==> config.mk <==
export PLATFORM = sky130hd
export DESIGN_NAME = hsv_to_rgb_converter_core_flat
export DESIGN_NICKNAME = d
export VERILOG_FILES = /design/src/sv/hsvc_pkg.sv /design/src/sv/hsvc_ifs.sv /design/src/sv/hsvc_hue_fold.sv /design/src/sv/hsvc_chroma.sv /design/src/sv/hsvc_div3825.sv /design/src/sv/hsv_to_rgb_converter_core.sv /design/src/flat_wrapper.sv
export SDC_FILE = /design/constraint.sdc
export NUM_CORES = 2
export LEC_CHECK = 0
export ABC_CLOCK_PERIOD_IN_PS = 13500
export BUFFER_PORTS_ARGS = -buffer_cell sky130_fd_sc_hd__buf_4
export CAP_MARGIN = 20
export CORE_MARGIN = 5
export CORE_UTILIZATION = 50
export DETAILED_ROUTE_END_ITERATION = 16
export GPL_ROUTABILITY_DRIVEN = 0
export PLACE_DENSITY = 0.66
export SLEW_MARGIN = 25
export SYNTH_ARGS = -nofsm -noshare
export SYNTH_HDL_FRONTEND = slang
export SYNTH_SLANG_ARGS = --single-unit
export TNS_END_PERCENT = 10
==> constraint.sdc <==
create_clock -name clk -period 13.5 [get_ports clk]
set_input_delay 2.7 -clock clk [delete_from_list [all_inputs] [get_ports clk]]
set_output_delay 2.7 -clock clk [all_outputs]
set_load 0.005 [all_outputs]
==> src/sv/hsvc_pkg.sv <==
`timescale 1ns / 1ps
`default_nettype none

package hsvc_pkg;

  // Hue resolution: fraction bits of one degree.
  localparam int HUE_FRAC_BITS = 4;

  // One 60-degree sector in hue units, and the widths that follow from it.
  localparam int SECTOR_LEN = 60 * (2 ** HUE_FRAC_BITS);
  localparam int HUE_W      = $clog2(6 * SECTOR_LEN);
  localparam int T_W        = $clog2(2 * SECTOR_LEN);
  localparam int F_W        = $clog2(SECTOR_LEN + 1);

  // Channel width and full scale (255 stands for 1.0).
  localparam int CH_W       = 8;
  localparam int FULL_SCALE = 255;

  // Largest number of whole 120-degree turns a hue code can hold.
  localparam int WRAP_MAX = ((2 ** HUE_W) - 1) / (2 * SECTOR_LEN);
  // Sectors above the last one saturate to it.
  localparam int SECT_MAX = 5;

  // Numerator of the secondary channel, before and after scaling by value.
  localparam int N_W = $clog2(FULL_SCALE * SECTOR_LEN + 1);
  localparam int P_W = CH_W + N_W;

  // 255 * SECTOR_LEN = 3825 * 2^(HUE_FRAC_BITS + 2), so the power-of-two part
  // is a shift and only the odd part 3825 remains as a true divisor.
  localparam int PRE_SHIFT = HUE_FRAC_BITS + 2;
  localparam int DIVISOR   = FULL_SCALE * 15;
  localparam int Q_W       = $clog2(FULL_SCALE * DIVISOR + 1);

  // Reciprocal of the divisor; the estimate is low by at most one.
  localparam int              RECIP_SHIFT = 32;
  localparam longint unsigned RECIP_K     = (64'd1 << RECIP_SHIFT) / DIVISOR;
  localparam int              K_W         = $clog2(RECIP_K + 1);
  localparam int              M_W         = Q_W + K_W;

  // Register stages from input to output.
  localparam int STAGES = 7;

  typedef enum logic [2:0] {
    SEC_RED_YELLOW   = 3'd0,
    SEC_YELLOW_GREEN = 3'd1,
    SEC_GREEN_CYAN   = 3'd2,
    SEC_CYAN_BLUE    = 3'd3,
    SEC_BLUE_MAGENTA = 3'd4,
    SEC_MAGENTA_RED  = 3'd5
  } hsvc_sector_t;

  typedef struct packed {
    logic ld_a;
    logic ld_b;
  } hsvc_ld2_t;

  typedef struct packed {
    logic ld_a;
    logic ld_b;
    logic ld_c;
  } hsvc_ld3_t;

endpackage

`default_nettype wire

==> src/sv/hsvc_ifs.sv <==
`timescale 1ns / 1ps
`default_nettype none

interface hsvc_pix_in_if;
  logic                        valid;
  logic                        ready;
  logic [hsvc_pkg::HUE_W-1:0]  hue;
  logic [hsvc_pkg::CH_W-1:0]   saturation;
  logic [hsvc_pkg::CH_W-1:0]   brightness;

  modport source (output valid, output hue, output saturation, output brightness,
                  input ready);
  modport sink   (input valid, input hue, input saturation, input brightness,
                  output ready);
endinterface

interface hsvc_pix_out_if;
  logic                       valid;
  logic                       ready;
  logic [hsvc_pkg::CH_W-1:0]  red;
  logic [hsvc_pkg::CH_W-1:0]  green;
  logic [hsvc_pkg::CH_W-1:0]  blue;

  modport source (output valid, output red, output green, output blue,
                  input ready);
  modport sink   (input valid, input red, input green, input blue,
                  output ready);
endinterface

`default_nettype wire

==> src/sv/hsvc_hue_fold.sv <==
`timescale 1ns / 1ps
`default_nettype none

module hsvc_hue_fold (
  input  wire logic                        clk,
  input  wire hsvc_pkg::hsvc_ld2_t         ld,
  input  wire logic [hsvc_pkg::HUE_W-1:0]  hue,
  output hsvc_pkg::hsvc_sector_t           sector,
  output logic [hsvc_pkg::F_W-1:0]         frac
);

  logic [hsvc_pkg::T_W-1:0]   t_c;
  logic [hsvc_pkg::HUE_W-1:0] wrap_c;
  hsvc_pkg::hsvc_sector_t     sector_c;
  logic [hsvc_pkg::T_W-1:0]   t_q;

  // Thresholds rise with k, so the last one passed wins.
  always_comb begin
    wrap_c   = hue;
    sector_c = hsvc_pkg::SEC_RED_YELLOW;
    for (int k = 1; k <= hsvc_pkg::WRAP_MAX; k++) begin
      if (hue >= hsvc_pkg::HUE_W'(k * 2 * hsvc_pkg::SECTOR_LEN)) begin
        wrap_c = hue - hsvc_pkg::HUE_W'(k * 2 * hsvc_pkg::SECTOR_LEN);
      end
    end
    for (int k = 1; k <= hsvc_pkg::SECT_MAX; k++) begin
      if (hue >= hsvc_pkg::HUE_W'(k * hsvc_pkg::SECTOR_LEN)) begin
        sector_c = hsvc_pkg::hsvc_sector_t'(3'(k));
      end
    end
    t_c = wrap_c[hsvc_pkg::T_W-1:0];
  end

  always_ff @(posedge clk) begin
    if (ld.ld_a) begin
      t_q    <= t_c;
      sector <= sector_c;
    end
    // Distance of the hue from the nearest even sector boundary.
    if (ld.ld_b) begin
      if (t_q >= hsvc_pkg::T_W'(hsvc_pkg::SECTOR_LEN)) begin
        frac <= hsvc_pkg::F_W'(hsvc_pkg::T_W'(2 * hsvc_pkg::SECTOR_LEN) - t_q);
      end else begin
        frac <= hsvc_pkg::F_W'(t_q);
      end
    end
  end

endmodule

`default_nettype wire

==> src/sv/hsvc_chroma.sv <==
`timescale 1ns / 1ps
`default_nettype none

module hsvc_chroma (
  input  wire logic                       clk,
  input  wire hsvc_pkg::hsvc_ld3_t        ld,
  input  wire logic [hsvc_pkg::CH_W-1:0]  sat,
  input  wire logic [hsvc_pkg::CH_W-1:0]  val,
  input  wire logic [hsvc_pkg::F_W-1:0]   frac,
  output logic [hsvc_pkg::Q_W-1:0]        x_num,
  output logic [hsvc_pkg::Q_W-1:0]        z_num
);

  logic [hsvc_pkg::CH_W-1:0]   sat_b;
  logic [hsvc_pkg::CH_W-1:0]   sinv_b;
  logic [hsvc_pkg::CH_W-1:0]   val_b;
  logic [2*hsvc_pkg::CH_W-1:0] zprod_b;
  logic [hsvc_pkg::CH_W-1:0]   val_c;
  logic [hsvc_pkg::N_W-1:0]    num_c;
  logic [hsvc_pkg::Q_W-1:0]    z15_c;
  logic [hsvc_pkg::P_W-1:0]    prod_w;

  assign prod_w = hsvc_pkg::P_W'(val_c) * hsvc_pkg::P_W'(num_c);

  always_ff @(posedge clk) begin
    if (ld.ld_a) begin
      sat_b   <= sat;
      sinv_b  <= 8'd255 - sat;
      val_b   <= val;
      zprod_b <= (2 * hsvc_pkg::CH_W)'(val) * (2 * hsvc_pkg::CH_W)'(8'd255 - sat);
    end
    if (ld.ld_b) begin
      val_c <= val_b;
      num_c <= hsvc_pkg::N_W'(sat_b) * hsvc_pkg::N_W'(frac)
             + hsvc_pkg::N_W'(sinv_b) * hsvc_pkg::N_W'(hsvc_pkg::SECTOR_LEN);
      // Scale by 15 so that both channels share the same odd divisor.
      z15_c <= (hsvc_pkg::Q_W'(zprod_b) << 4) - hsvc_pkg::Q_W'(zprod_b);
    end
    if (ld.ld_c) begin
      x_num <= hsvc_pkg::Q_W'(prod_w >> hsvc_pkg::PRE_SHIFT);
      z_num <= z15_c;
    end
  end

endmodule

`default_nettype wire

==> src/sv/hsvc_div3825.sv <==
`timescale 1ns / 1ps
`default_nettype none

module hsvc_div3825 (
  input  wire logic                       clk,
  input  wire hsvc_pkg::hsvc_ld2_t        ld,
  input  wire logic [hsvc_pkg::Q_W-1:0]   num,
  output logic [hsvc_pkg::CH_W-1:0]       quot
);

  logic [hsvc_pkg::M_W-1:0]  prod_w;
  logic [hsvc_pkg::Q_W-1:0]  num_q;
  logic [hsvc_pkg::CH_W-1:0] est_q;
  logic [hsvc_pkg::Q_W-1:0]  rem_w;

  assign prod_w = hsvc_pkg::M_W'(num)
                * hsvc_pkg::M_W'(hsvc_pkg::K_W'(hsvc_pkg::RECIP_K));
  assign rem_w  = num_q - hsvc_pkg::Q_W'(est_q) * hsvc_pkg::Q_W'(hsvc_pkg::DIVISOR);

  always_ff @(posedge clk) begin
    if (ld.ld_a) begin
      num_q <= num;
      est_q <= prod_w[hsvc_pkg::RECIP_SHIFT +: hsvc_pkg::CH_W];
    end
    // The reciprocal estimate is never high and at most one low.
    if (ld.ld_b) begin
      if (rem_w >= hsvc_pkg::Q_W'(hsvc_pkg::DIVISOR)) begin
        quot <= est_q + 8'd1;
      end else begin
        quot <= est_q;
      end
    end
  end

endmodule

`default_nettype wire

==> src/sv/hsv_to_rgb_converter_core.sv <==
`timescale 1ns / 1ps
`default_nettype none

// Channel   Direction  Transaction payload
// pix_in    sink       hue (13 bits, 1/16 degree), saturation (8), brightness (8)
// pix_out   source     red (8), green (8), blue (8)
//
// One pixel per clock is accepted and delivered while pix_out is ready; a
// transaction passes through the seven register stages (hue fold, sector
// distance, chroma products, value scaling, two reciprocal-divider stages and
// the channel selection register).
// Every stage carries its own valid bit and loads when it is empty or when the
// stage after it moves, so bubbles close up and a stall on pix_out holds every
// transaction in place; pix_in is ready unless all stages are full and stalled.
// Reset (synchronous, active high) clears the valid bits only; the block keeps
// no other state.

module hsv_to_rgb_converter_core (
  input wire logic       clk,
  input wire logic       rst,
  hsvc_pix_in_if.sink    pix_in,
  hsvc_pix_out_if.source pix_out
);

  localparam int S = hsvc_pkg::STAGES;

  // Valid bit of each stage and the load enable chain that runs back from
  // the output.
  logic [S:1]   vld;
  logic [S+1:1] load;

  logic [hsvc_pkg::CH_W-1:0] sat1;
  logic [hsvc_pkg::CH_W-1:0] val1;
  logic [hsvc_pkg::CH_W-1:0] val_pipe [2:6];
  hsvc_pkg::hsvc_sector_t    sec1;
  hsvc_pkg::hsvc_sector_t    sec_pipe [2:6];

  logic [hsvc_pkg::F_W-1:0]  frac2;
  logic [hsvc_pkg::Q_W-1:0]  x_num4;
  logic [hsvc_pkg::Q_W-1:0]  z_num4;
  logic [hsvc_pkg::CH_W-1:0] x6;
  logic [hsvc_pkg::CH_W-1:0] z6;

  logic [hsvc_pkg::CH_W-1:0] red;
  logic [hsvc_pkg::CH_W-1:0] green;
  logic [hsvc_pkg::CH_W-1:0] blue;

  always_comb begin
    load[S+1] = pix_out.ready;
    for (int k = S; k >= 1; k--) begin
      load[k] = !vld[k] || load[k+1];
    end
  end

  assign pix_in.ready  = load[1];
  assign pix_out.valid = vld[S];
  assign pix_out.red   = red;
  assign pix_out.green = green;
  assign pix_out.blue  = blue;

  always_ff @(posedge clk) begin
    if (rst) begin
      vld <= '0;
    end else begin
      if (load[1]) begin
        vld[1] <= pix_in.valid;
      end
      for (int k = 2; k <= S; k++) begin
        if (load[k]) begin
          vld[k] <= vld[k-1];
        end
      end
    end
  end

  // Stage 1 to stage 2: fold the hue into one 120-degree span and find the
  // sector, then the distance to the nearest even boundary.
  hsvc_hue_fold u_hue_fold (
    .clk    (clk),
    .ld     ('{ld_a: load[1], ld_b: load[2]}),
    .hue    (pix_in.hue),
    .sector (sec1),
    .frac   (frac2)
  );

  always_ff @(posedge clk) begin
    if (load[1]) begin
      sat1 <= pix_in.saturation;
      val1 <= pix_in.brightness;
    end
    if (load[2]) begin
      val_pipe[2] <= val1;
      sec_pipe[2] <= sec1;
    end
    for (int k = 3; k <= 6; k++) begin
      if (load[k]) begin
        val_pipe[k] <= val_pipe[k-1];
        sec_pipe[k] <= sec_pipe[k-1];
      end
    end
  end

  // Stages 2 to 4: numerators of the secondary and zero channels, both
  // reduced to a multiple of the common divisor 3825.
  hsvc_chroma u_chroma (
    .clk   (clk),
    .ld    ('{ld_a: load[2], ld_b: load[3], ld_c: load[4]}),
    .sat   (sat1),
    .val   (val1),
    .frac  (frac2),
    .x_num (x_num4),
    .z_num (z_num4)
  );

  // Stages 5 and 6: one reciprocal divider each for the secondary and zero channels.
  hsvc_div3825 u_div_x (
    .clk  (clk),
    .ld   ('{ld_a: load[5], ld_b: load[6]}),
    .num  (x_num4),
    .quot (x6)
  );

  hsvc_div3825 u_div_z (
    .clk  (clk),
    .ld   ('{ld_a: load[5], ld_b: load[6]}),
    .num  (z_num4),
    .quot (z6)
  );

  // Stage 7: the sector routes chroma, secondary and zero to the channels.
  // Hue beyond 360 degrees already saturated to the magenta-red sector.
  always_ff @(posedge clk) begin
    if (load[7]) begin
      case (sec_pipe[6])
        hsvc_pkg::SEC_RED_YELLOW: begin
          red <= val_pipe[6]; green <= x6;          blue <= z6;
        end
        hsvc_pkg::SEC_YELLOW_GREEN: begin
          red <= x6;          green <= val_pipe[6]; blue <= z6;
        end
        hsvc_pkg::SEC_GREEN_CYAN: begin
          red <= z6;          green <= val_pipe[6]; blue <= x6;
        end
        hsvc_pkg::SEC_CYAN_BLUE: begin
          red <= z6;          green <= x6;          blue <= val_pipe[6];
        end
        hsvc_pkg::SEC_BLUE_MAGENTA: begin
          red <= x6;          green <= z6;          blue <= val_pipe[6];
        end
        default: begin
          red <= val_pipe[6]; green <= z6;          blue <= x6;
        end
      endcase
    end
  end

  // After reset nothing is offered on the output.
  a_reset_empty: assert property (@(posedge clk) rst |=> !pix_out.valid)
    else $error("output valid right after reset");

  // With every stage full and the output stalled, no new pixel may enter.
  a_full_blocks: assert property (@(posedge clk) disable iff (rst)
    (&vld) && !pix_out.ready |-> !pix_in.ready)
    else $error("pixel accepted into a full pipeline");

  // An empty first stage always takes a pixel.
  a_empty_takes: assert property (@(posedge clk) disable iff (rst)
    !vld[1] |-> pix_in.ready)
    else $error("input stalled with an empty first stage");

  // The secondary channel lies between the zero channel and the chroma.
  a_channel_order: assert property (@(posedge clk) disable iff (rst)
    vld[6] |-> (x6 >= z6) && (x6 <= val_pipe[6]))
    else $error("secondary channel out of order");

endmodule

`default_nettype wire
==> src/flat_wrapper.sv <==
// flat-port wrapper written by rule: the top's interface ports become plain ports
module hsv_to_rgb_converter_core_flat 
  (clk, rst, pix_in_valid, pix_in_hue, pix_in_saturation, pix_in_brightness, pix_in_ready, pix_out_valid, pix_out_red, pix_out_green, pix_out_blue, pix_out_ready);
  hsvc_pix_in_if pix_in_i ();
  hsvc_pix_out_if pix_out_i ();
  input wire logic clk;
  input wire logic rst;
  input wire logic [$bits(pix_in_i.valid)-1:0] pix_in_valid;
  input wire logic [$bits(pix_in_i.hue)-1:0] pix_in_hue;
  input wire logic [$bits(pix_in_i.saturation)-1:0] pix_in_saturation;
  input wire logic [$bits(pix_in_i.brightness)-1:0] pix_in_brightness;
  output wire logic [$bits(pix_in_i.ready)-1:0] pix_in_ready;
  output wire logic [$bits(pix_out_i.valid)-1:0] pix_out_valid;
  output wire logic [$bits(pix_out_i.red)-1:0] pix_out_red;
  output wire logic [$bits(pix_out_i.green)-1:0] pix_out_green;
  output wire logic [$bits(pix_out_i.blue)-1:0] pix_out_blue;
  input wire logic [$bits(pix_out_i.ready)-1:0] pix_out_ready;
  assign pix_in_i.valid = pix_in_valid;
  assign pix_in_i.hue = pix_in_hue;
  assign pix_in_i.saturation = pix_in_saturation;
  assign pix_in_i.brightness = pix_in_brightness;
  assign pix_in_ready = pix_in_i.ready;
  assign pix_out_valid = pix_out_i.valid;
  assign pix_out_red = pix_out_i.red;
  assign pix_out_green = pix_out_i.green;
  assign pix_out_blue = pix_out_i.blue;
  assign pix_out_i.ready = pix_out_ready;
  hsv_to_rgb_converter_core u_core (.clk(clk), .rst(rst), .pix_in(pix_in_i), .pix_out(pix_out_i));
endmodule
==> flow_summary.toml <==
[cts]
cts_tree = "yes"
path_clk_slew_ns = 0.06
ctsHoldBuffers = 0
cts_buffers = 39
clockBufferDepth = 3
cts_resized = 0
cts_root_buf = "clkbuf_16"
clock_sinks = 308
cts_max_level = 2
clock_latency_ns = 0.55
post_cts_buffers = 0

[synth]
synth_top_family_by_area = "adder cells"
async_reset_ff_frac = 0
syn_nets = 4572
synthXorXnorAreaFrac = 0.03013
synth-adder-area-share = 0.4665
synthMuxAreaShare = 0.008438
ys_types = 76
yosys_most_used_dff = "edfxtp_1"
synth_cells = 3441
ys_seq_area_frac = 0.2506
ys_warn_count = 0
syn_area_per_cell_um2 = 10.64
synth_seq_cells = 308
synth.cell_area_um2 = 36630
synth_compound_area_frac = 0.07297
yosys.area_share.simple = 0.08431
synth_edf_count = 301

[setup_path]
cpLargestDelayFamily = "simple AND/OR/NAND/NOR gates"
worst-path-buf-inv = 3
crit_path_max_fanout = 32
max_stage_delay_ns = 0.48
crit_type = "in2out"
path_cells = "buf_4 > nor2b_1 > and2_1 > and3_1 > nand4_1 > buf_4 > buf_4"
reg2reg_from = "u_core.u_chroma.z_num[12]$_DFFE_PP_"
cp_slowest_cell = "and3_1"
start_kind = "input pin"
critPathLaunch = "pix_out_ready"
required_ns = 10.80
worstPathArrival_ns = 4.58
end_kind = "output port"
crit_top_cell = "buf_4"

[sta]
worstMarginPinSlew_ns = 0.9168
finalSetupTns_ns = 0
fin_crit_ns = 7.276
max_slew_margin = 0.3888
slew_viol_final = 0
rsz0062_at_grt = "no"
clock_skew_ns = 0.02535
setup_viol = 0
post-route-period-util = 0.5390
fmax_mhz = 137.4
hold_viol = 0

[floorplanning]
start_util = 0.5029
io_pins = 59
die_w_um = 280.6
num_rows = 99
die-area_um2 = 78760
core_um2 = 72830
die_h_um = 280.6

[detailed_routing]
viasPerCell = 5.125
ant_nets = 0
wl_per_cell_um = 15.19
drc = 0
firstDrtPassIters = 5
num_vias = 23050
drt_wl_total_um = 68330
drtIter0Drc = 1027

[global_route]
grt_pass1_wl_um = 118400
grt_usage = 0.1812
overflow = 0
antenna_found_initial = 0
grt_pass1_vias = 24080
grt_start_max_net_pins = 68

[run_status]
status = "finished, final reports clean"

[layout]
antenna-diode-count = 0
areaGrowthSynthToFinish_pct = 7.724
final_nets = 4645
drive_gt1_frac = 0.04466
fillers = 6465

[placement]
portBuffers = 58
hpwl_um = 56890

[flow_run]
cap_violations = 0

[min_path]
hold_start = "u_core.u_chroma.z15_c[0]$_DFFE_PP_"
hp-class = "reg2reg"
synthesized netlist by cell type, types with 4 or more instances:
cell	instances	area share
a211o_1	5	0.0012
a211oi_1	16	0.0033
a21boi_0	12	0.0025
a21o_1	49	0.010
a21oi_1	117	0.016
a221oi_1	6	0.0014
a22o_1	8	0.0019
a31o_2	5	0.0012
a31oi_1	11	0.0019
a41oi_1	4	0.00096
and2_1	117	0.020
and3_1	13	0.0022
and4_1	6	0.0014
clkbuf_1	28	0.0029
dfxtp_1	7	0.0038
edfxtp_1	301	0.25
fa_1	446	0.24
ha_1	652	0.22
inv_1	817	0.084
mux2i_1	26	0.0071
nand2_1	220	0.023
nand2b_1	9	0.0015
nand3_1	24	0.0033
nand4_1	16	0.0027
nor2_1	82	0.0084
nor2b_1	57	0.0097
nor3_1	32	0.0044
nor4_1	9	0.0015
o211ai_1	7	0.0014
o21a_1	12	0.0025
o21ai_0	78	0.011
o21bai_1	14	0.0029
o22a_1	8	0.0019
o22ai_1	30	0.0051
or2_2	13	0.0022
xnor2_1	96	0.023
xor2_1	30	0.0072
through the flow:
stage	instances	hold WS (ns)	utilization	worst slack [ns]	area, µm²
3_5_place_dp	4432	0.4045	0.5245	6.254	38200
3_3_place_gp	4432	0.4003	0.5244	6.359	38190
4_1_cts	4497	0.4063	0.5417	6.241	39450
5_1_grt	4497	0.4221	0.5417	6.073	39450
2_1_floorplan	3441	0.4003	-	6.468	36630
6_report	4497	0.4017	0.5417	6.224	39450
per-layer routing:
layer	track usage	wire length (µm)
met1	0.2605	32930
met5	0	0
met2	0.2994	31610
met3	0.02113	2433
met4	0.03892	1359
placed cells by master, fill, tap and decap left out, types with 32 or more instances in the layout:
cell type | synthesis | routed
inv_1 | 817 | 814
ha_1 | 652 | 652
fa_1 | 446 | 446
edfxtp_1 | 301 | 301
nand2_1 | 220 | 218
and2_1 | 117 | 117
a21oi_1 | 117 | 117
xnor2_1 | 96 | 95
nor2_1 | 82 | 82
o21ai_0 | 78 | 78
buf_4 | 0 | 63
nor2b_1 | 57 | 57
a21o_1 | 49 | 49
clkbuf_16 | 0 | 41
nor3_1 | 32 | 32
final timing paths:
check	depth (start not counted)	to	slack (ns)
setup reg to reg	22	u_core.u_div_z.est_q[4]$_DFFE_PP_	6.96
setup / recovery	7	pix_in_ready	6.22
hold / removal	0	u_core.u_chroma.z_num[0]$_DFFE_PP_	0.40
hold reg to reg	0	u_core.u_chroma.z_num[0]$_DFFE_PP_	0.40
kinds of logic (layout without fill, tap and decap cells):
family / count (synthesis) / after routing
adder cells (fa/ha/maj): 1098 / 1098
buffers and inverters: 849 / 946
AND/OR/NAND/NOR: 616 / 616
AO/OA/AOI/OAI: 414 / 414
flip-flops: 308 / 308
XOR/XNOR: 126 / 126
multiplexers: 30 / 30
registers in the layout (all words and copies together), names as in the netlist, 8 cells and up:
signal / flops
u_core.pix_out.blue: 8
u_core.pix_out.green: 8
u_core.pix_out.red: 8
u_core.sat1: 8
u_core.sec_pipe: 15
u_core.u_chroma.num_c: 18
u_core.u_chroma.sat_b: 8
u_core.u_chroma.sinv_b: 8
u_core.u_chroma.val_b: 8
u_core.u_chroma.x_num: 20
u_core.u_chroma.z15_c: 20
u_core.u_chroma.z_num: 20
u_core.u_chroma.zprod_b: 16
u_core.u_div_x.est_q: 8
u_core.u_div_x.num_q: 20
u_core.u_div_x.quot: 8
u_core.u_div_z.est_q: 8
u_core.u_div_z.num_q: 20
u_core.u_div_z.quot: 8
u_core.u_hue_fold.frac: 10
u_core.u_hue_fold.t_q: 11
u_core.val1: 8
u_core.val_pipe: 32
final cells by class:
type | instances | area [µm²] | share of cell area
tap | 959 | 1200 | 0.03041
inverter | 818 | 3072 | 0.07786
clock buffer | 43 | 1033 | 0.02619
sequential | 308 | 9179 | 0.2326
timing repair buffer | 63 | 473.0 | 0.01199
multi-input combinational | 2284 | 24280 | 0.6154
clock inverter | 22 | 215.2 | 0.005455
Power is not shown: default switching activity piles up to over one toggle a cycle in this logic, so the estimate is an artifact.
